===== src/cbe_fifo.sv =====
// Small show-ahead queue used between the stages and on the result side.
`default_nettype none
module cbe_fifo #(
    parameter int WIDTH = 8,
    parameter int DEPTH = 2
) (
    input  wire logic             i_clk,
    input  wire logic             i_rst_n,
    input  wire logic             i_push,
    input  wire logic [WIDTH-1:0] i_data,
    output logic                  o_full,
    input  wire logic             i_pop,
    output logic [WIDTH-1:0]      o_data,
    output logic                  o_empty
);
    // DEPTH must be a power of two, at least 2
    localparam int PW = $clog2(DEPTH);
    localparam int CW = $clog2(DEPTH + 1);

    logic [WIDTH-1:0] r_mem [DEPTH];
    logic [PW-1:0]    r_wp, r_rp;
    logic [CW-1:0]    r_cnt;
    logic             wr, rd;

    assign o_full  = (r_cnt == CW'(DEPTH));
    assign o_empty = (r_cnt == '0);
    assign wr      = i_push && !o_full;
    assign rd      = i_pop && !o_empty;
    assign o_data  = r_mem[r_rp];

    always_ff @(posedge i_clk) begin
        if (wr) begin
            r_mem[r_wp] <= i_data;
        end
    end

    always_ff @(posedge i_clk) begin
        if (!i_rst_n) begin
            r_wp  <= '0;
            r_rp  <= '0;
            r_cnt <= '0;
        end else begin
            if (wr) begin
                r_wp <= r_wp + 1'b1;
            end
            if (rd) begin
                r_rp <= r_rp + 1'b1;
            end
            case ({wr, rd})
                2'b10:   r_cnt <= r_cnt + 1'b1;
                2'b01:   r_cnt <= r_cnt - 1'b1;
                default: r_cnt <= r_cnt;
            endcase
        end
    end
endmodule
`default_nettype wire


===== config.mk =====
export PLATFORM = sky130hd
export DESIGN_NAME = cbe_fifo
export DESIGN_NICKNAME = d
export VERILOG_FILES = /design/src/cbe_fifo.sv
export SDC_FILE = /design/constraint.sdc
export NUM_CORES = 1
export LEC_CHECK = 0
export BUFFER_PORTS_ARGS = -buffer_cell sky130_fd_sc_hd__buf_2
export CAP_MARGIN = 10
export CORE_UTILIZATION = 52
export CTS_BUF_LIST = sky130_fd_sc_hd__clkbuf_4
export DETAILED_ROUTE_END_ITERATION = 7
export GPL_ROUTABILITY_DRIVEN = 0
export HOLD_SLACK_MARGIN = 0.02
export PLACE_DENSITY = 0.79
export SYNTH_ARGS = -nofsm -noshare
export SYNTH_HDL_FRONTEND = slang
export SYNTH_SLANG_ARGS = --single-unit

===== constraint.sdc =====
create_clock -name i_clk -period 1.9 [get_ports i_clk]
set_input_delay 0.38 -clock i_clk [delete_from_list [all_inputs] [get_ports i_clk]]
set_output_delay 0.38 -clock i_clk [all_outputs]
set_load 0.01 [all_outputs]

==> metrics <==
setup bufs post-CTS=0; CTS sink count=21; TritonCTS clock tree=built; vias in the first global route=481; Avg Inst Size Synth=15.9 um^2; die height=a little over 40 um; unrepaired setup endpoints after global routing=false; antenna violations before repair=0; Worst-Margin Slew=roughly 0.37 ns; DR vias=468; Slew headroom=roughly three quarters; Unique masters post-synth=18; FF+latch area=between 500 and 600 um^2; initial core utilization=58.6%; drt drc=0; r2r setup slk=between 0.3 and 0.4 ns; Reg2Reg Capture Point=r_mem[0][0]$_DFFE_PP_; maximum fanout along the worst path=8; CTS clock-pin slew for the worst setup and hold paths=0.11 ns; routed wire length=1240 um; WL/cell=between 10 and 15 um; CTS resizes=0; setup TNS=0 ns; placed wire-length estimate=916 um; multi-input logic area=215 um^2; Final Slew Violations=0; WHS Path Cells=1; cell row count=13; Final min period=1.73 ns; post-synthesis sequential area ratio=71.6%; WP data required=1.52 ns; Hold Buf Count CTS=0; initial drt markers=4; # fillers=95; area growth from synthesis to layout=18.5%; # setup viols final=0; total power draw=about 1.3 mW; Worst EP arrival=1.35 ns; synthesis-stage register bit count=21; post-synth top area share=59.3%; clock skew=0.00124 ns; Routed Antenna Nets=0; leakage=0.386 nW; Die ar.=roughly 0.0017 mm^2; first-pass GRT wire length=approximately 2100 um; Worst setup EP type=output pin; final core occ=69.5%; syn_nets=64; Worst-Skew Late Latency=0.28 ns; status=finished, final reports clean; n_diodes=0; Total Routing Usage GR=about 16%; Worst Reg-to-Reg Cells=4; CTS Buffer Depth=2; startpoint types=flip-flop; Hold Path Class=input pin to flip-flop; Fmax=579 MHz; synth top area cells=edfxtp_1, dfxtp_1, mux2_2; Core ar.=0.00138 mm^2; area leader, netlist=edfxtp_1; synthesized instance count=51; cell chosen for the clock root=clkbuf_4; share of layout cells above drive strength 1=between 40% and 50%; largest net degree at the start of global routing=12; CTS Buf Count=3; number of vias per cell=around 5.2; CP Class=flip-flop to output pin; Hold Crit Start=i_data[7]; Synth warnings=0; H-tree levels=1; port bufs=21; Final Hold Fails=0; pwr/cell area=1330 mW/mm^2; Tcrit/Tclk final=90.9%; Hold EP=r_mem[0][7]$_DFFE_PP_; Critical R2R Launch=r_cnt[0]$_SDFFE_PN0P_; gr ovfl total=0; Nets=between 80 and 90; chip width=between 40 and 50 um; Synth Cell Area=811 um^2; worst vdd ir=approximately 0.94 mV; number of max-cap violations=0; Pre-antenna DRT Iters=4; # IOs=22
-- cell type report --
class | instances | share of cell area [%]
tap | 15 | 1.95
clock buffer | 4 | 3.12
timing repair buffer | 21 | 10.9
multi-input combinational | 26 | 22.4
inverter | 3 | 1.17
sequential | 21 | 60.4
-- state kept, by name, summed over array words and instances (netlist names), named ones only --
register  flops
r_wp          1
r_rp          1
r_mem        16
r_cnt         2
-- routing by layer --
| layer | global-route usage (%) | wire length, um |
|---|---|---|
| met5 | 0 | 0 |
| met2 | 28.4 | 649 |
| met1 | 19.6 | 512 |
| met4 | 3.87 | 16 |
| met3 | 4.78 | 59 |
-- through the flow --
stage                     hold slack [ns]  worst slack (ns)  area [um^2]  cells
after floorplan                     0.457             0.477          811     51
final                               0.278             0.173          961     90
after global routing                0.253             0.106          961     90
after CTS                           0.270             0.155          961     90
after detailed placement            0.487             0.344          931     86
after global placement              0.474             0.416          931     86
-- how the worst max path moves through the flow --
stage / cells after the start / to / start / slack (ns)
after floorplan: 4 / r_mem[0][0]$_DFFE_PP_ / r_cnt[0]$_SDFFE_PN0P_ / 0.48
after global placement: 4 / r_mem[0][4]$_DFFE_PP_ / r_cnt[0]$_SDFFE_PN0P_ / 0.42
after detailed placement: 4 / r_mem[0][3]$_DFFE_PP_ / r_cnt[0]$_SDFFE_PN0P_ / 0.34
after CTS: 2 / o_data[5] / flip-flop / 0.16
after global routing: 2 / o_data[5] / flip-flop / 0.11
final: 2 / o_data[0] / flip-flop / 0.17
-- kinds of logic (layout without fill, tap and decap cells) --
family          count (synthesis)  after routing  synth area share [%]
fa+ha+maj                       1              1                  1.54
flops                          21             21                  71.6
xor+xnor                        3              3                  3.24
buf+inv                         4             28                  1.85
compound gates                  5              5                  4.01
mux                             8              8                  11.1
simple gates                    9              9                  6.64
-- synthesized netlist by cell type, drive strengths merged --
master  number
edfxtp      16
mux2         8
dfxtp        5
inv          3
xnor2        3
a21boi       2
nor2b        2
o21ai        2
or3          2
and2         1
and3         1
clkbuf       1
ha           1
nand2        1
nand2b       1
nor2         1
o21a         1
-- critical path, stage by stage (launching register included) --
cell     delay, ns
dfxtp_1       0.55
mux2_2        0.38
buf_2         0.14
-- power by group --
part	internal, mW	switching, mW
combinational	0.214	0.190
clock	0.0956	0.119
sequential	0.591	0.0667
total	0.901	0.376
-- layout by cell type, fill, tap and decap left out --
master / count
or3_1: 2
and3_1: 1
nand2_1: 1
xnor2_1: 3
nand2b_2: 1
inv_1: 2
o21ai_0: 2
nor2b_1: 2
mux2_2: 8
clkbuf_4: 4
ha_1: 1
a21boi_1: 2
dfxtp_1: 5
nor2_1: 1
edfxtp_1: 16
buf_2: 21
o21a_1: 1
inv_2: 1
and2_1: 1
Note: power is estimated with default switching activity, not from simulation.
