## config.mk

```make
export PLATFORM = sky130hd
export DESIGN_NAME = cbe_front
export DESIGN_NICKNAME = d
export VERILOG_FILES = /design/src/cbe_pkg.sv /design/src/cbe_front.sv
export SDC_FILE = /design/constraint.sdc
export NUM_CORES = 1
export LEC_CHECK = 0
export BUFFER_PORTS_ARGS = -buffer_cell sky130_fd_sc_hd__clkbuf_2
export CAP_MARGIN = 5
export CORE_MARGIN = 1.5
export CORE_UTILIZATION = 55
export CTS_CLUSTER_DIAMETER = 50
export CTS_CLUSTER_SIZE = 24
export DETAILED_ROUTE_END_ITERATION = 8
export PLACE_DENSITY = 0.79
export SKIP_LAST_GASP = 1
export SYNTH_ARGS = -nofsm -noshare
export SYNTH_HDL_FRONTEND = slang
export SYNTH_SLANG_ARGS = --single-unit
export TNS_END_PERCENT = 10
```

## constraint.sdc

```tcl
create_clock -name i_clk -period 9.2 [get_ports i_clk]
set_input_delay 0.46 -clock i_clk [delete_from_list [all_inputs] [get_ports i_clk]]
set_output_delay 0.46 -clock i_clk [all_outputs]
set_load 0.005 [all_outputs]
```

## src/cbe_pkg.sv

```systemverilog
// Shared types and constants for the buffered Coulomb pair energy and force block.
`default_nettype none
package cbe_pkg;

    localparam logic [24:0] K_COUL  = 25'd21762644;
    localparam logic [11:0] BUF_OFS = 12'd3277;
    localparam logic signed [47:0] MAX47 = 48'sh7FFF_FFFF_FFFF;
    localparam logic signed [47:0] MIN47 = 48'sh8000_0000_0000;

    localparam logic [15:0] SCALE_ONE_FOUR_RST = 16'd49152;
    localparam logic [31:0] FORCE_SCALE_RST    = 32'd65536;
    localparam logic [15:0] MIN_DISTANCE_RST   = 16'd7;

    localparam int MUL_W   = 48;
    localparam int DIG_W   = 16;
    localparam int MUL_DIG = MUL_W / DIG_W;

    localparam logic [6:0] QB_ENERGY = 7'd36;
    localparam logic [6:0] QB_FORCE  = 7'd40;
    localparam logic [6:0] QB_UNIT   = 7'd31;

    typedef enum logic [1:0] {
        CFG_SCALE_ONE_FOUR = 2'd0,
        CFG_FORCE_SCALE    = 2'd1,
        CFG_MIN_DISTANCE   = 2'd2
    } t_cfg_idx;

    typedef struct packed {
        logic [15:0] scale_one_four;
        logic [31:0] force_scale;
        logic [15:0] min_distance;
    } t_cfg;

    typedef struct packed {
        logic [2:0][32:0] dmag;
        logic [2:0]       dneg;
        logic [30:0]      qmag;
        logic             qneg;
        logic             one_four;
        logic             last;
    } t_pair;

    typedef struct packed {
        logic signed [47:0] force_x;
        logic signed [47:0] force_y;
        logic signed [47:0] force_z;
        logic signed [47:0] pair_energy;
        logic signed [47:0] total_energy;
        logic               is_final;
        logic               too_close;
    } t_result;

endpackage
`default_nettype wire

```

## src/cbe_front.sv

```systemverilog
// Front stage: takes a pair, forms separation magnitudes and signs and the charge product.
`default_nettype none
module cbe_front
    import cbe_pkg::*;
(
    input  wire logic               i_clk,
    input  wire logic               i_rst_n,
    input  wire logic               i_push,
    output logic                    o_full,
    input  wire logic signed [31:0] i_first_x,
    input  wire logic signed [31:0] i_first_y,
    input  wire logic signed [31:0] i_first_z,
    input  wire logic signed [31:0] i_second_x,
    input  wire logic signed [31:0] i_second_y,
    input  wire logic signed [31:0] i_second_z,
    input  wire logic signed [15:0] i_first_charge,
    input  wire logic signed [15:0] i_second_charge,
    input  wire logic               i_pair_one_four,
    input  wire logic               i_pair_last,
    input  wire logic               i_q_full,
    output logic                    o_q_push,
    output t_pair                   o_pair
);
    logic               r_valid;
    t_pair              r_pair;
    t_pair              pair;
    logic signed [32:0] d [3];
    logic signed [31:0] qq;
    logic               accept;

    assign d[0] = 33'(i_first_x) - 33'(i_second_x);
    assign d[1] = 33'(i_first_y) - 33'(i_second_y);
    assign d[2] = 33'(i_first_z) - 33'(i_second_z);
    assign qq   = i_first_charge * i_second_charge;

    always_comb begin
        pair = '0;
        for (int c = 0; c < 3; c++) begin
            pair.dneg[c] = d[c][32];
            pair.dmag[c] = d[c][32] ? 33'(-d[c]) : 33'(d[c]);
        end
        pair.qneg     = qq[31];
        pair.qmag     = qq[31] ? 31'(-qq) : 31'(qq);
        pair.one_four = i_pair_one_four;
        pair.last     = i_pair_last;
    end

    assign o_full   = r_valid && i_q_full;
    assign accept   = i_push && !o_full;
    assign o_q_push = r_valid && !i_q_full;
    assign o_pair   = r_pair;

    always_ff @(posedge i_clk) begin
        if (accept) begin
            r_pair <= pair;
        end
    end

    always_ff @(posedge i_clk) begin
        if (!i_rst_n) begin
            r_valid <= 1'b0;
        end else if (accept) begin
            r_valid <= 1'b1;
        end else if (o_q_push) begin
            r_valid <= 1'b0;
        end
    end
endmodule
`default_nettype wire

```

==> results.toml, run 1 <==
[run_status]
run_status = "finished, final reports clean"

[critical_path]
rr_worst_depth = 4
critPathKind = "input port to flop"
reg2reg_from = "r_valid$_SDFFE_PN0P_"
arrival_ns = 7.77
rrSetupSlack_ns = 6.32
worstPathMaxFanout = 24
critPathRequiredTime_ns = 9.38
r2r_end = "o_pair[95]$_DFFE_PP_"
critPathLaunchType = "input port"
end_kind = "flop"

[floorplan]
io_pins = 368
die-width_um = 209
start_util_pct = 55.7
rows = 75
core_area_um2 = 41900
fp.dieH_um = 209
dieArea_um2 = 43600

[drt]
num_vias = 20300
drtAntennaViolNets = 0
drt-initial-drc-count = 1634
drc = 0
via_per_inst = 5.77
routedWlPerCell_um = 18.5
drt_pass1_iterations = 8
wl_um = 65200

[sta]
slew_violations = 0
fin_worst_skew_ns = 0.0117
grt_setup_unrepaired = "no"
fin_crit_sh_pct = 82.4
period_minus_slack_ns = 7.58
finalSetupTns_ns = 0
holdWs_ns = 0.174
finalHoldViolCount = 0
setup_viol = 0
timing.fmax_mhz = 132
slew_headroom_pct = 21.9
tightestPinTransition_ns = 1.16

[cells_and_area]
layout_common_cells = "inv_1, clkbuf_2, fa_1, nand2_1, ha_1"
final_common_cell = "inv_1"
fin_nets = 3644
drive_above_1_share_pct = 15.5
antenna_cells = 0
utilization_pct = 62.4
area_delta_synth_final_pct = 12.1

[synth]
synth_fp_nets = 3335
synthArstFlopShare_pct = 0
yosys_warnings = 0
synth_edf_count = 136
ys_seq_area_share_pct = 17.6
synth_flop_cell = "edfxtp_1"
postSynthCellCount = 2658
syn-cell-area_um2 = 23300
syn_avg_cell_area_um2 = 8.77
synth-seq-cells = 137
synth.distinct_cells = 97

[clocking]
clk_path_buf_depth = 2
cts.sinks = 137
cts_tree = "done"
root_buffer = "clkbuf_16"
cts_hold_buf = 0
cts.repair.resized = 0
clk_pin_slew_worst_paths_ns = 0.07
numCtsBuffers = 17
clock_latency_ns = 0.45
cts.htree.levels = 4
cts_setup_buffers = 0

[placement]
port_buffers = 367
place_hpwl_um = 54800
gp_congestion = 0.949

[grt]
grt_use_met1_pct = 39.0
grt_overflow = 0
grtUsageMet3_pct = 4.63
antenna_found_initial = 0
grt_start_max_net_pins = 60
globalRoute.busiestLayer = "met2"
met2_usage_pct = 52.1
grt_usage_pct = 30.0
grt_pass1_wl_um = 105000
grt_pass1_vias = 20200

[run]
cap_viol_max_count = 0

[worst_hold_path]
hp-class = "input port to flop"
min-delay-start = "i_pair_last"
hold_path_end = "o_pair[0]$_DFFE_PP_"
holdPathStages = 1
-- cells by family (layout without fill, tap and decap cells) --
family | count (synthesis) | in the layout | share of synthesized area (%)
buf+inv | 551 | 873 | 8.98
simple gates | 776 | 776 | 17.2
compound gates | 534 | 534 | 15.5
mux | 6 | 6 | 0.268
fa+ha+maj | 447 | 447 | 32.5
flops | 137 | 137 | 17.6
xor+xnor | 207 | 207 | 7.81
-- worst max path at each step --
stage / from / endpoint / slack (ns) / cells after the start
2_1_floorplan: i_second_charge[1] / o_pair[23]$_DFFE_PP_ / 1.87 / 28
3_3_place_gp: i_second_charge[1] / o_pair[21]$_DFFE_PP_ / 1.42 / 25
3_5_place_dp: i_second_charge[1] / o_pair[21]$_DFFE_PP_ / 1.19 / 25
4_1_cts: i_second_charge[1] / o_pair[21]$_DFFE_PP_ / 1.66 / 25
5_1_grt: i_second_charge[1] / o_pair[31]$_DFFE_PP_ / 1.26 / 25
6_report: i_second_charge[1] / o_pair[21]$_DFFE_PP_ / 1.62 / 25
-- cells in the mapped netlist, drive strengths merged (8+ instances only) --
cell,count,area [µm²]
or3,19,119
nand4,13,81.3
o31ai,23,191
nand2,251,942
o21a,14,106
or2,13,81.3
nor2b,14,87.6
o311ai,8,77.6
a211oi,30,255
a31oi,32,206
nor4,22,208
nand4b,8,70.1
o21ai,118,594
o211ai,25,215
and2,140,876
fa,265,5310
edfxtp,136,4080
a21boi,8,63.8
nor3b,10,80.1
and4,10,87.6
xor2,73,647
a21o,47,353
a2111oi,8,95.1
nor3,35,175
clkbuf,69,260
o21bai,9,67.6
nor2,131,492
and3,23,145
inv,469,1760
nand3,41,215
nand2b,26,163
buf,13,71.3
ha,182,2280
xnor2,134,1170
a21oi,132,672
-- per-layer routing --
metal	vias up	share of wire (%)	routed length, µm
met5	-	0	0
met4	0	1.8	1200
met3	91	6.8	4460
met2	759	49	31900
met1	9914	42	27600
li1	9531	-	-
-- area by class of cell --
class                           count  area [µm²]
Clock buffer                       17         425
Fill cell                        3588       15700
Inverter                          469        1760
Tap cell                          539         674
Timing Repair Buffer              372        1870
Clock inverter                     15         179
Multi-Input combinational cell   1970       17100
Sequential cell                   137        4100
-- flip-flops by register name, indices dropped and copies added, names as in the netlist --
register,flops
r_valid,1
o_pair,136
-- critical path, cell delays in order --
cell	delay, ns
clkbuf_2	0.24
nand2_1	0.20
inv_1	0.10
fa_1	0.67
inv_1	0.17
fa_1	0.50
inv_1	0.32
fa_1	0.50
fa_1	0.49
fa_1	0.55
inv_1	0.05
fa_1	0.52
inv_1	0.04
ha_1	0.38
o21ai_0	0.11
o21bai_1	0.10
a21o_1	0.21
a21oi_1	0.21
o21ai_1	0.12
a2111o_1	0.42
and4_1	0.18
or3_1	0.53
inv_2	0.32
o21ai_0	0.17
xor2_1	0.17
-- per-stage QoR --
step / cells / setup WS, ns / area, µm²
6_report: 3519 / 1.62 / 26100
3_5_place_dp: 3487 / 1.19 / 25500
4_1_cts: 3519 / 1.66 / 26100
5_1_grt: 3519 / 1.26 / 26100
3_3_place_gp: 3487 / 1.42 / 25500
2_1_floorplan: 2658 / 1.87 / 23300
Power of run 1 is not shown: default switching activity piles up to over one toggle a cycle in this logic, so the estimate is an artifact.
==> inputs of run 2 (changes only) <==
Clock period 9.2 ns to 7.66 ns, I/O delays scaled along.
==> results.toml, run 2 (synthesized netlist as in run 1, its figures left out) <==
[floorplan]
fp.dieH_um = 209
io_pins = 368
die-width_um = 209
core_area_um2 = 41900
rows = 75
start_util_pct = 55.7
dieArea_um2 = 43600

[clocking]
cts.repair.resized = 0
clock_latency_ns = 0.45
cts.htree.levels = 4
clk_path_buf_depth = 2
clk_pin_slew_worst_paths_ns = 0.06
cts.sinks = 137
numCtsBuffers = 17
cts_hold_buf = 0
cts_setup_buffers = 0
cts_tree = "done"
root_buffer = "clkbuf_16"

[critical_path]
rr_worst_depth = 4
arrival_ns = 7.31
rrSetupSlack_ns = 5.05
worstPathMaxFanout = 24
critPathLaunchType = "input port"
crit_start = "i_first_charge[15]"
crit_end = "o_pair[14]$_DFFE_PP_"
r2r_end = "o_pair[89]$_DFFE_PP_"
critPathRequiredTime_ns = 7.84
end_kind = "flop"
critPathKind = "input port to flop"
reg2reg_from = "r_valid$_SDFFE_PN0P_"

[placement]
port_buffers = 367
place_hpwl_um = 55600
pre_cts_ws_ns = 0.0774
placed_area_um2 = 25600
gp_congestion = 0.974

[drt]
drc = 0
drt-initial-drc-count = 1550
via_per_inst = 5.75
routed.top_layer = "met4"
routedWlPerCell_um = 18.6
wl_um = 65700
drt_pass1_iterations = 6
wl_met2_um = 31300
dr_wl_met3_um = 5160
m1WireLength_um = 27000
drtAntennaViolNets = 0
num_vias = 20300

[grt]
grt_pass1_wl_um = 104000
antenna_found_initial = 0
grt_usage_pct = 30.0
grt_pass1_vias = 20200
grt_overflow = 0
grt_start_max_net_pins = 74

[sta]
finalWorstSetupSlack_ns = 0.528
fin_worst_skew_ns = 0.0101
finalHoldViolCount = 0
setup_viol = 0
tightestPinTransition_ns = 1.12
slew_headroom_pct = 24.2
finalSetupTns_ns = 0
fin_crit_sh_pct = 93.1
grt_setup_unrepaired = "no"
slew_violations = 0
timing.fmax_mhz = 140
period_minus_slack_ns = 7.13

[run_status]
run_status = "finished, final reports clean"

[cells_and_area]
fin_area_um2 = 26200
nFillCells = 3592
drive_above_1_share_pct = 15.8
layout_common_cells = "inv_1, clkbuf_2, fa_1, nand2_1, ha_1"
final_common_cell = "inv_1"
multi_input_area_um2 = 17100
largest_reg_flops = 136
regArea_um2 = 4100
area_delta_synth_final_pct = 12.5
fin_nets = 3655
antenna_cells = 0

[worst_hold_path]
hp-class = "input port to flop"

[run]
cap_viol_max_count = 0
[run 2: worst min path at each step]
stage                         start  cells after the start             endpoint
floorplan               i_pair_last                      0  o_pair[0]$_DFFE_PP_
global route        i_pair_one_four                      1  o_pair[1]$_DFFE_PP_
CTS                 i_pair_one_four                      1  o_pair[1]$_DFFE_PP_
detailed placement  i_pair_one_four                      1  o_pair[1]$_DFFE_PP_
global placement        i_pair_last                      1  o_pair[0]$_DFFE_PP_
finish              i_pair_one_four                      1  o_pair[1]$_DFFE_PP_
[run 2: metrics by stage]
stage / utilization (%) / std cells / hold WS, ns
3_3_place_gp: 61.2 / 3498 / 0.562
6_report: 62.6 / 3530 / 0.106
5_1_grt: 62.6 / 3530 / 0.103
2_1_floorplan: - / 2658 / 0.482
3_5_place_dp: 61.2 / 3498 / 0.566
4_1_cts: 62.6 / 3530 / 0.0923
[run 2: worst max-delay path, cell delays in order]
cell      delay [ns]
clkbuf_2        0.24
nand2_1         0.19
inv_1           0.10
fa_1            0.58
inv_1           0.13
fa_1            0.56
inv_1           0.06
fa_1            0.53
fa_1            0.44
fa_1            0.56
inv_1           0.06
fa_1            0.52
inv_1           0.04
ha_1            0.36
and4_1          0.25
and2_1          0.17
a211oi_1        0.27
a21oi_1         0.17
a2111o_1        0.46
and4_1          0.18
or3_1           0.41
inv_2           0.29
o21ai_0         0.19
xnor2_1         0.16
[run 2: area by class of cell]
class                           count  area share [%]
Multi-Input combinational cell   1970            65.3
Sequential cell                   137            15.7
Timing Repair Buffer              383            7.47
Inverter                          469            6.72
Tap cell                          539            2.57
Clock buffer                       17            1.62
Clock inverter                     15           0.668
[run 2: metal layers]
| metal | global-route usage, % | vias up |
|---|---|---|
| li1 | - | 9552 |
| met1 | 37.6 | 9788 |
| met2 | 51.4 | 837 |
| met3 | 6.37 | 138 |
| met4 | 10.4 | 0 |
| met5 | 0 | - |
Power of run 2 is left out for the same reason.
