--- config.mk ---
export PLATFORM = sky130hd
export DESIGN_NAME = cbe_back
export DESIGN_NICKNAME = d
export VERILOG_FILES = /design/src/cbe_pkg.sv /design/src/cbe_mul.sv /design/src/cbe_div.sv /design/src/cbe_back.sv
export SDC_FILE = /design/constraint.sdc
export NUM_CORES = 2
export LEC_CHECK = 0
export BUFFER_PORTS_ARGS = -buffer_cell sky130_fd_sc_hd__buf_4
export CORE_MARGIN = 4
export CORE_UTILIZATION = 50
export DETAILED_ROUTE_END_ITERATION = 10
export PLACE_DENSITY = 0.67
export SKIP_CTS_REPAIR_TIMING = 1
export SYNTH_ARGS = -nofsm -noshare
export SYNTH_HDL_FRONTEND = slang
export SYNTH_SLANG_ARGS = --single-unit
--- constraint.sdc ---
create_clock -name i_clk -period 11.75 [get_ports i_clk]
set_clock_uncertainty 0.1 [all_clocks]
set_input_delay 1.7625 -clock i_clk [delete_from_list [all_inputs] [get_ports i_clk]]
set_output_delay 1.7625 -clock i_clk [all_outputs]
set_load 0.05 [all_outputs]
--- src/cbe_pkg.sv ---
// Shared types and constants for the buffered Coulomb pair energy and force block.
`default_nettype none
package cbe_pkg;

    localparam logic [24:0] K_COUL  = 25'd21762644;
    localparam logic [11:0] BUF_OFS = 12'd3277;
    localparam logic signed [47:0] MAX47 = 48'sh7FFF_FFFF_FFFF;
    localparam logic signed [47:0] MIN47 = 48'sh8000_0000_0000;

    localparam logic [15:0] SCALE_ONE_FOUR_RST = 16'd49152;
    localparam logic [31:0] FORCE_SCALE_RST    = 32'd65536;
    localparam logic [15:0] MIN_DISTANCE_RST   = 16'd7;

    localparam int MUL_W   = 48;
    localparam int DIG_W   = 16;
    localparam int MUL_DIG = MUL_W / DIG_W;

    localparam logic [6:0] QB_ENERGY = 7'd36;
    localparam logic [6:0] QB_FORCE  = 7'd40;
    localparam logic [6:0] QB_UNIT   = 7'd31;

    typedef enum logic [1:0] {
        CFG_SCALE_ONE_FOUR = 2'd0,
        CFG_FORCE_SCALE    = 2'd1,
        CFG_MIN_DISTANCE   = 2'd2
    } t_cfg_idx;

    typedef struct packed {
        logic [15:0] scale_one_four;
        logic [31:0] force_scale;
        logic [15:0] min_distance;
    } t_cfg;

    typedef struct packed {
        logic [2:0][32:0] dmag;
        logic [2:0]       dneg;
        logic [30:0]      qmag;
        logic             qneg;
        logic             one_four;
        logic             last;
    } t_pair;

    typedef struct packed {
        logic signed [47:0] force_x;
        logic signed [47:0] force_y;
        logic signed [47:0] force_z;
        logic signed [47:0] pair_energy;
        logic signed [47:0] total_energy;
        logic               is_final;
        logic               too_close;
    } t_result;

endpackage
`default_nettype wire

--- src/cbe_mul.sv ---
// Shared multiplier: 48 by 48 bits, one 16-bit digit of the second operand per cycle.
`default_nettype none
module cbe_mul
    import cbe_pkg::*;
(
    input  wire logic               i_clk,
    input  wire logic               i_rst_n,
    input  wire logic               i_start,
    input  wire logic [MUL_W-1:0]   i_a,
    input  wire logic [MUL_W-1:0]   i_b,
    output logic                    o_done,
    output logic [2*MUL_W-1:0]      o_p
);
    logic [MUL_W-1:0]   r_a, r_b;
    logic [2*MUL_W-1:0] r_acc;
    logic [1:0]         r_cnt;
    logic               r_busy, r_done;
    logic [MUL_W+DIG_W-1:0] part;

    assign part   = r_a * r_b[MUL_W-1 -: DIG_W];
    assign o_p    = r_acc;
    assign o_done = r_done;

    always_ff @(posedge i_clk) begin
        if (i_start) begin
            r_a   <= i_a;
            r_b   <= i_b;
            r_acc <= '0;
        end else if (r_busy) begin
            r_acc <= (r_acc << DIG_W) + (2*MUL_W)'(part);
            r_b   <= r_b << DIG_W;
        end
    end

    always_ff @(posedge i_clk) begin
        if (!i_rst_n) begin
            r_busy <= 1'b0;
            r_done <= 1'b0;
            r_cnt  <= '0;
        end else begin
            r_done <= 1'b0;
            if (i_start) begin
                r_busy <= 1'b1;
                r_cnt  <= '0;
            end else if (r_busy) begin
                r_cnt <= r_cnt + 1'b1;
                if (r_cnt == 2'(MUL_DIG - 1)) begin
                    r_busy <= 1'b0;
                    r_done <= 1'b1;
                end
            end
        end
    end
endmodule
`default_nettype wire

--- src/cbe_div.sv ---
// Shared restoring divider, one quotient bit per cycle, quotient width given per call.
`default_nettype none
module cbe_div (
    input  wire logic        i_clk,
    input  wire logic        i_rst_n,
    input  wire logic        i_start,
    input  wire logic [63:0] i_n,
    input  wire logic [63:0] i_d,
    input  wire logic [6:0]  i_qbits,
    output logic             o_done,
    output logic [63:0]      o_q
);
    logic [63:0] r_rem, r_quo, r_d;
    logic [6:0]  r_cnt;
    logic        r_busy, r_done;
    logic [64:0] t;
    logic        ge;

    // quotient must fit in i_qbits, so the top part of the dividend is already below d
    assign t      = {r_rem, r_quo[63]};
    assign ge     = (t >= {1'b0, r_d});
    assign o_q    = r_quo;
    assign o_done = r_done;

    always_ff @(posedge i_clk) begin
        if (i_start) begin
            r_rem <= i_n >> i_qbits;
            r_quo <= i_n << (7'd64 - i_qbits);
            r_d   <= i_d;
        end else if (r_busy) begin
            r_rem <= ge ? 64'(t - {1'b0, r_d}) : t[63:0];
            r_quo <= {r_quo[62:0], ge};
        end
    end

    always_ff @(posedge i_clk) begin
        if (!i_rst_n) begin
            r_busy <= 1'b0;
            r_done <= 1'b0;
            r_cnt  <= '0;
        end else begin
            r_done <= 1'b0;
            if (i_start) begin
                r_busy <= 1'b1;
                r_cnt  <= i_qbits;
            end else if (r_busy) begin
                r_cnt <= r_cnt - 1'b1;
                if (r_cnt == 7'd1) begin
                    r_busy <= 1'b0;
                    r_done <= 1'b1;
                end
            end
        end
    end
endmodule
`default_nettype wire

--- src/cbe_back.sv ---
// Back stage: sequencer for distance, energy, force magnitude and projection, plus the sum.
`default_nettype none
module cbe_back
    import cbe_pkg::*;
(
    input  wire logic  i_clk,
    input  wire logic  i_rst_n,
    input  wire t_cfg  i_cfg,
    input  wire logic  i_q_empty,
    input  wire t_pair i_q_data,
    output logic       o_q_pop,
    input  wire logic  i_out_full,
    output logic       o_out_push,
    output t_result    o_out_data
);
    typedef enum logic [13:0] {
        ST_IDLE  = 14'b00000000000001,
        ST_SQ    = 14'b00000000000010,
        ST_ROOT  = 14'b00000000000100,
        ST_CHECK = 14'b00000000001000,
        ST_KQ    = 14'b00000000010000,
        ST_DIVE  = 14'b00000000100000,
        ST_DEN2  = 14'b00000001000000,
        ST_DIVF  = 14'b00000010000000,
        ST_SCE   = 14'b00000100000000,
        ST_SCF   = 14'b00001000000000,
        ST_FS    = 14'b00010000000000,
        ST_DIVU  = 14'b00100000000000,
        ST_MU    = 14'b01000000000000,
        ST_EMIT  = 14'b10000000000000
    } t_state;

    t_state             r_state;
    t_pair              r_item;
    logic               r_go;
    logic [1:0]         r_c;
    logic [65:0]        r_sum2;
    logic [67:0]        r_rad;
    logic [34:0]        r_srem;
    logic [33:0]        r_root;
    logic [5:0]         r_scnt;
    logic               r_close;
    logic [54:0]        r_kq;
    logic [35:0]        r_emag;
    logic [67:0]        r_den2;
    logic [46:0]        r_fmag;
    logic [30:0]        r_u;
    logic [46:0]        r_fc [3];
    logic signed [47:0] r_energy_sum;

    logic               mul_start, mul_done;
    logic [MUL_W-1:0]   mul_a, mul_b;
    logic [2*MUL_W-1:0] mul_p;
    logic               div_start, div_done;
    logic [63:0]        div_n, div_d, div_q;
    logic [6:0]         div_qbits;

    logic [34:0]        den;
    logic               den_small;
    logic [36:0]        srem_t, strial;
    logic               sge;
    logic signed [47:0] e, fv [3];
    logic signed [48:0] s_wide;
    logic signed [47:0] s_sat;

    assign den       = {1'b0, r_root} + 35'(BUF_OFS);
    assign den_small = (den[34:32] == 3'b000);

    assign srem_t = {r_srem, r_rad[67:66]};
    assign strial = {1'b0, r_root, 2'b01};
    assign sge    = (srem_t >= strial);

    always_comb begin
        mul_a     = '0;
        mul_b     = '0;
        mul_start = 1'b0;
        div_n     = '0;
        div_d     = '0;
        div_qbits = QB_UNIT;
        div_start = 1'b0;
        unique case (r_state)
            ST_SQ: begin
                mul_a     = 48'(r_item.dmag[r_c]);
                mul_b     = 48'(r_item.dmag[r_c]);
                mul_start = r_go;
            end
            ST_KQ: begin
                mul_a     = 48'(K_COUL);
                mul_b     = 48'(r_item.qmag);
                mul_start = r_go;
            end
            ST_DIVE: begin
                div_n     = 64'(r_kq);
                div_d     = 64'({den, 8'h00});
                div_qbits = QB_ENERGY;
                div_start = r_go;
            end
            ST_DEN2: begin
                mul_a     = 48'(den);
                mul_b     = 48'(den);
                mul_start = r_go;
            end
            ST_DIVF: begin
                div_n     = 64'({r_kq, 8'h00});
                div_d     = r_den2[63:0];
                div_qbits = QB_FORCE;
                div_start = r_go && den_small;
            end
            ST_SCE: begin
                mul_a     = 48'(r_emag);
                mul_b     = 48'(i_cfg.scale_one_four);
                mul_start = r_go && r_item.one_four;
            end
            ST_SCF: begin
                mul_a     = 48'(r_fmag);
                mul_b     = 48'(i_cfg.scale_one_four);
                mul_start = r_go;
            end
            ST_FS: begin
                mul_a     = 48'(r_fmag);
                mul_b     = 48'(i_cfg.force_scale);
                mul_start = r_go;
            end
            ST_DIVU: begin
                div_n     = 64'({r_item.dmag[r_c], 30'd0});
                div_d     = 64'(r_root);
                div_qbits = QB_UNIT;
                div_start = r_go;
            end
            ST_MU: begin
                mul_a     = 48'(r_fmag);
                mul_b     = 48'(r_u);
                mul_start = r_go;
            end
            default: begin
            end
        endcase
    end

    cbe_mul u_mul (
        .i_clk   (i_clk),
        .i_rst_n (i_rst_n),
        .i_start (mul_start),
        .i_a     (mul_a),
        .i_b     (mul_b),
        .o_done  (mul_done),
        .o_p     (mul_p)
    );

    cbe_div u_div (
        .i_clk   (i_clk),
        .i_rst_n (i_rst_n),
        .i_start (div_start),
        .i_n     (div_n),
        .i_d     (div_d),
        .i_qbits (div_qbits),
        .o_done  (div_done),
        .o_q     (div_q)
    );

    // result assembly
    always_comb begin
        e = r_item.qneg ? -48'sd0 - 48'(r_emag) : 48'(r_emag);
        for (int c = 0; c < 3; c++) begin
            fv[c] = (r_item.qneg ^ r_item.dneg[c]) ? -48'sd0 - 48'(r_fc[c]) : 48'(r_fc[c]);
        end
        s_wide = 49'(r_energy_sum) + 49'(e);
        if (s_wide[48] != s_wide[47]) begin
            s_sat = s_wide[48] ? MIN47 : MAX47;
        end else begin
            s_sat = s_wide[47:0];
        end
    end

    assign o_q_pop    = (r_state == ST_IDLE) && !i_q_empty;
    assign o_out_push = (r_state == ST_EMIT) && !i_out_full;

    always_comb begin
        o_out_data.force_x      = fv[0];
        o_out_data.force_y      = fv[1];
        o_out_data.force_z      = fv[2];
        o_out_data.pair_energy  = e;
        o_out_data.total_energy = s_sat;
        o_out_data.is_final     = r_item.last;
        o_out_data.too_close    = r_close;
    end

    // datapath registers
    always_ff @(posedge i_clk) begin
        unique case (r_state)
            ST_IDLE: begin
                r_item <= i_q_data;
                r_c    <= '0;
                r_sum2 <= '0;
            end
            ST_SQ: begin
                if (mul_done) begin
                    r_sum2 <= r_sum2 + mul_p[65:0];
                    r_c    <= (r_c == 2'd2) ? 2'd0 : r_c + 1'b1;
                end
            end
            ST_ROOT: begin
                if (r_go) begin
                    r_rad  <= {2'b00, r_sum2};
                    r_srem <= '0;
                    r_root <= '0;
                    r_scnt <= '0;
                end else begin
                    r_srem <= sge ? 35'(srem_t - strial) : srem_t[34:0];
                    r_root <= {r_root[32:0], sge};
                    r_rad  <= r_rad << 2;
                    r_scnt <= r_scnt + 1'b1;
                end
            end
            ST_CHECK: begin
                r_close <= (r_root < 34'(i_cfg.min_distance)) || (r_root == '0);
                r_emag  <= '0;
                r_fmag  <= '0;
                for (int c = 0; c < 3; c++) begin
                    r_fc[c] <= '0;
                end
            end
            ST_KQ: begin
                if (mul_done) begin
                    r_kq <= mul_p[54:0];
                end
            end
            ST_DIVE: begin
                if (div_done) begin
                    r_emag <= div_q[35:0];
                end
            end
            ST_DEN2: begin
                if (mul_done) begin
                    r_den2 <= mul_p[67:0];
                end
            end
            ST_DIVF: begin
                if (div_done) begin
                    r_fmag <= 47'(div_q[39:0]);
                end
            end
            ST_SCE: begin
                if (mul_done) begin
                    r_emag <= mul_p[51:16];
                end
            end
            ST_SCF: begin
                if (mul_done) begin
                    r_fmag <= 47'(mul_p[55:16]);
                end
            end
            ST_FS: begin
                if (mul_done) begin
                    r_fmag <= (mul_p[95:63] != '0) ? MAX47[46:0] : mul_p[62:16];
                end
            end
            ST_DIVU: begin
                if (div_done) begin
                    r_u <= div_q[30:0];
                end
            end
            ST_MU: begin
                if (mul_done) begin
                    r_fc[r_c] <= mul_p[76:30];
                    r_c       <= r_c + 1'b1;
                end
            end
            ST_EMIT: begin
            end
            default: begin
            end
        endcase
    end

    // sequencer
    always_ff @(posedge i_clk) begin
        if (!i_rst_n) begin
            r_state      <= ST_IDLE;
            r_go         <= 1'b0;
            r_energy_sum <= '0;
        end else begin
            if (mul_start || div_start) begin
                r_go <= 1'b0;
            end
            unique case (r_state)
                ST_IDLE: begin
                    if (!i_q_empty) begin
                        r_go    <= 1'b1;
                        r_state <= ST_SQ;
                    end
                end
                ST_SQ: begin
                    if (mul_done) begin
                        r_go <= 1'b1;
                        if (r_c == 2'd2) begin
                            r_state <= ST_ROOT;
                        end
                    end
                end
                ST_ROOT: begin
                    r_go <= 1'b0;
                    if (!r_go && r_scnt == 6'd33) begin
                        r_state <= ST_CHECK;
                    end
                end
                ST_CHECK: begin
                    if ((r_root < 34'(i_cfg.min_distance)) || (r_root == '0)) begin
                        r_state <= ST_EMIT;
                    end else begin
                        r_go    <= 1'b1;
                        r_state <= ST_KQ;
                    end
                end
                ST_KQ: begin
                    if (mul_done) begin
                        r_go    <= 1'b1;
                        r_state <= ST_DIVE;
                    end
                end
                ST_DIVE: begin
                    if (div_done) begin
                        r_go    <= 1'b1;
                        r_state <= ST_DEN2;
                    end
                end
                ST_DEN2: begin
                    if (mul_done) begin
                        r_go    <= 1'b1;
                        r_state <= ST_DIVF;
                    end
                end
                ST_DIVF: begin
                    if ((r_go && !den_small) || div_done) begin
                        r_go    <= 1'b1;
                        r_state <= ST_SCE;
                    end
                end
                ST_SCE: begin
                    if (r_go && !r_item.one_four) begin
                        r_go    <= 1'b1;
                        r_state <= ST_FS;
                    end else if (mul_done) begin
                        r_go    <= 1'b1;
                        r_state <= ST_SCF;
                    end
                end
                ST_SCF: begin
                    if (mul_done) begin
                        r_go    <= 1'b1;
                        r_state <= ST_FS;
                    end
                end
                ST_FS: begin
                    if (mul_done) begin
                        r_go    <= 1'b1;
                        r_state <= ST_DIVU;
                    end
                end
                ST_DIVU: begin
                    if (div_done) begin
                        r_go    <= 1'b1;
                        r_state <= ST_MU;
                    end
                end
                ST_MU: begin
                    if (mul_done) begin
                        r_go    <= 1'b1;
                        r_state <= (r_c == 2'd2) ? ST_EMIT : ST_DIVU;
                    end
                end
                ST_EMIT: begin
                    if (!i_out_full) begin
                        r_energy_sum <= r_item.last ? 48'sd0 : s_sat;
                        r_go         <= 1'b0;
                        r_state      <= ST_IDLE;
                    end
                end
                default: begin
                    r_state <= ST_IDLE;
                end
            endcase
        end
    end

`ifndef SYNTHESIS
    a_skip_zero: assert property (@(posedge i_clk) disable iff (!i_rst_n)
        o_out_push && o_out_data.too_close |->
            o_out_data.pair_energy == '0 && o_out_data.force_x == '0 &&
            o_out_data.force_y == '0 && o_out_data.force_z == '0)
        else $error("skipped pair carries a non-zero result");

    a_sum_cleared: assert property (@(posedge i_clk) disable iff (!i_rst_n)
        $past(i_rst_n) && $past(o_out_push) && $past(o_out_data.is_final) |->
            r_energy_sum == '0)
        else $error("energy sum not cleared after final beat");

    a_div_owner: assert property (@(posedge i_clk) disable iff (!i_rst_n)
        div_done |-> r_state == ST_DIVE || r_state == ST_DIVF || r_state == ST_DIVU)
        else $error("divider finished outside a division step");

    a_mul_owner: assert property (@(posedge i_clk) disable iff (!i_rst_n)
        mul_done |-> r_state == ST_SQ || r_state == ST_KQ || r_state == ST_DEN2 ||
            r_state == ST_SCE || r_state == ST_SCF || r_state == ST_FS ||
            r_state == ST_MU)
        else $error("multiplier finished outside a multiply step");
`endif
endmodule
`default_nettype wire

==> metrics.md <==
| Metric | Value |
|---|---|
| Seq/Total Area, Yosys | 0.362 |
| Starting Density | 0.502 |
| Flops & latches, synth | 1,181 |
| Share of Yosys cell area claimed by the top area cell type | 0.325 |
| Post-synth ARST share | 0 |
| Total wire length | 354,000 microns |
| Actual slew at the worst max-slew pin | 1.38 ns |
| Maximum clock path buffer count | 3 |
| Main synth FF type | edfxtp_1 |
| Slew Viols, Final | 0 |
| Root buf cell | clkbuf_16 |
| Final ANT Viol Nets | 0 |
| Worst Path Buf+Inv | 3 |
| Row count | 158 |
| Arr. time, crit path | 7.84 ns |
| Post-DP HPWL | 268,000 microns |
| Top delay family on crit path | simple AND/OR/NAND/NOR gates |
| Post-route DRC | 0 |
| Syn Area/Cell | 9.63 sq um |
| Avg WL per Cell | 28.4 microns |
| CTS Buf Count | 136 |
| Area Overhead vs Synth | 11.1% |
| Core area | 185,000 sq um |
| Unrepaired setup endpoints after global routing | false |
| Area of the mapped netlist | 93,200 sq um |
| Initial antenna violation count | 69 |
| Fill cell count | 16,453 |
| Largest family of logic cells by synthesized area | adder cells |
| Crit path top cell by count | nand2_1 |
| R2R setup slack | 2.80 ns |
| Cell with the most instances after synthesis | nand2_1 |
| Mapped Cells | 9,674 |
| Max Fclk | 0.103 GHz |
| Clk_lat worst skew | 0.79 ns |
| Cell taking the most area after synthesis | edfxtp_1 |
| Floorplan die width | 440 microns |
| Hold Crit Start | r_energy_sum[37] |
| Pin count of the biggest net entering global routing | 172 |
| Max-cap violations | 0 |
| Post-synth top cells | 1,142 x nand2_1, 1,097 x inv_1, 1,009 x edfxtp_1 |
| Period utilization | 0.825 |
| Clock slew at reported path FFs | 0.06 ns |
| Vias/cell | 6.15 |
| R2r startpoint | u_mul.r_b[44] |
| Yosys warns | 0 |
| H-tree level count | 4 |
| Cell variety after synth | 95 |
| Fin. Hold Viols | 0 |
| TritonCTS clock tree | built |
| Slew headroom | 0.0672 |
| Synth Area in Compound Gates | 0.141 |
| Register Area | 33,800 sq um |
| Gpl congestion | 1.03 |
| Drt first-iter violations | 9,979 |
| TritonCTS Sinks | 1,181 |
| Die Area | 193,000 sq um |
| Final setup violation count | 0 |
| Post-synth EDFFs | 1,009 |
| Area of the multi-input gates | 53,300 sq um |
| Post-synthesis simple-gate area fraction | 0.146 |
| First-pass GRT wire length | 512,000 microns |
| Slowest stage cell, crit path | and2_1 |
| Initial DRT Pass Iterations | 9 |
| Gr ovfl total | 0 |
| Outcome | complete, no violations |
| Vias | 76,910 |
| Worst setup EP type | output pin |
| Port Buffer Count | 447 |
| Crit. Startpoint | r_emag[0] |
| Largest cells by area after synthesis | edfxtp_1 33%, fa_1 15%, ha_1 5.3% |
| WP data required | 9.89 ns |
| Post-synthesis mux area share | 0.0335 |
| Post-layout min period | 9.70 ns |
| Vias in the first global route | 74,508 |
| Syn Nets | 10,954 |
| Synth Area in XOR/XNOR | 0.0463 |
| All-Layer GR Usage | 0.361 |
| Critical path type | flip-flop to output pin |
| Setup crit start kind | flip-flop |
| Nets | 11,139 |
| I/O pins | 448 |
| Crit path cell chain | inv_1 > ha_1 > nand2_1 > or3_1 > or4_1 > nand2b_1 > nand2b_1 > or2_2 > o41a_1 > ha_1 > a21o_1 > a21o_1 > a21oi_1 > nand2_1 > nand4_1 > nand2_1 > a31oi_1 > xnor2_2 > buf_4 > and2_1 > nor3_1 > nor3_1 > buf_4 |
| Proportion of layout cells with a drive suffix above 1 | 0.103 |
| Largest stage delay on the critical path | 0.91 ns |
| Die Height | 440 microns |
| Synth Area in Adders | 0.202 |
| Worst Hold Class | flip-flop to flip-flop |
| Setup_tns | 0 ns |
| CP max FO | 31 |
[placed cells by master (no fill, tap or decap), drive strengths merged, types with 26 or more instances in the layout]
cell,n
clkbuf,175
nor2,671
nand2,1144
maj3,26
and2,442
or4,27
o21bai,47
nand3,122
a221oi,31
a22oi,87
and3,63
mux2i,185
mux2,89
clkinv,46
nand2b,61
xor2,177
o21ai,489
a222oi,30
edfxtp,1009
a21oi,546
buf,621
diode,54
a31oi,85
inv,1107
xnor2,315
fa,678
a21o,189
a22o,33
nor2b,39
o31ai,53
o21a,52
a211oi,89
o211ai,45
nand4,81
nor3,114
nor4,56
a221o,78
ha,398
dfxtp,172
[worst reg2reg max path, stage by stage, from the launching register on]
cell and delay [ns]:
edfxtp_1 0.56, buf_4 0.50, nand2_1 0.18, fa_1 0.57, inv_1 0.05, fa_1 0.47, fa_1 0.54, fa_1 0.53
fa_1 0.56, inv_1 0.07, fa_1 0.54, inv_1 0.05, ha_1 0.43, a21o_1 0.21, a21o_1 0.18, a221oi_1 0.26
o21ai_0 0.14, o21ai_0 0.60, and4_1 0.35, o21ba_2 0.29, o31ai_1 0.16, a211oi_2 0.97, nor3b_1 0.17, xnor2_1 0.21
a21oi_1 0.10
[routing by layer]
layer	vias up	global-route usage	wire length [microns]
li1	33600	-	-
met1	38171	0.470	136000
met2	4183	0.551	159000
met3	932	0.0855	35500
met4	24	0.212	23900
met5	-	0.00554	306
[kinds of logic (layout without fill, tap and decap cells)]
kind of cell	Yosys count	count (layout)
compound gates	2025	2025
fa+ha+maj	1102	1102
mux	286	286
flops	1181	1181
buf+inv	1675	1967
simple gates	2913	2913
other cells	0	54
xor+xnor	492	492
[through the flow]
step	worst slack, ns	hold slack [ns]	cells	utilization	instance area, sq um
CTS	2.12	0.345	12445	0.558	103000
global placement	2.99	0.334	12200	0.533	98900
global route	1.52	0.366	12461	0.558	103000
floorplan	3.09	0.320	9674	-	93200
detailed placement	2.97	0.337	12200	0.533	98900
finish	2.05	0.344	12500	0.558	104000
[worst paths after layout]
path / endpoint / cells after the start
worst max register to register: u_mul.o_p[82] / 24
worst max-delay path: o_out_data[48] / 23
worst min register to register: r_energy_sum[37] / 2
worst min-delay path: r_energy_sum[37] / 2
[registers in the layout, indices dropped and copies added (netlist names), 66 cells and up]
| register | count |
|---|---|
| u_mul.o_p | 96 |
| r_sum2 | 66 |
| r_fc | 141 |
| r_rad | 68 |
| r_item | 135 |
[cell type report]
| type | instances | area share |
|---|---|---|
| timing repair buffer | 621 | 0.0452 |
| antenna | 54 | 0.00131 |
| clock buffer | 175 | 0.0366 |
| tap | 2480 | 0.0300 |
| multi-input combinational | 6818 | 0.514 |
| clock inverter | 70 | 0.00649 |
| inverter | 1101 | 0.0400 |
| sequential | 1181 | 0.326 |
Power is left out: the tool's default activity adds up to more than one toggle a clock period on the data nets, which glitch-free logic cannot reach.
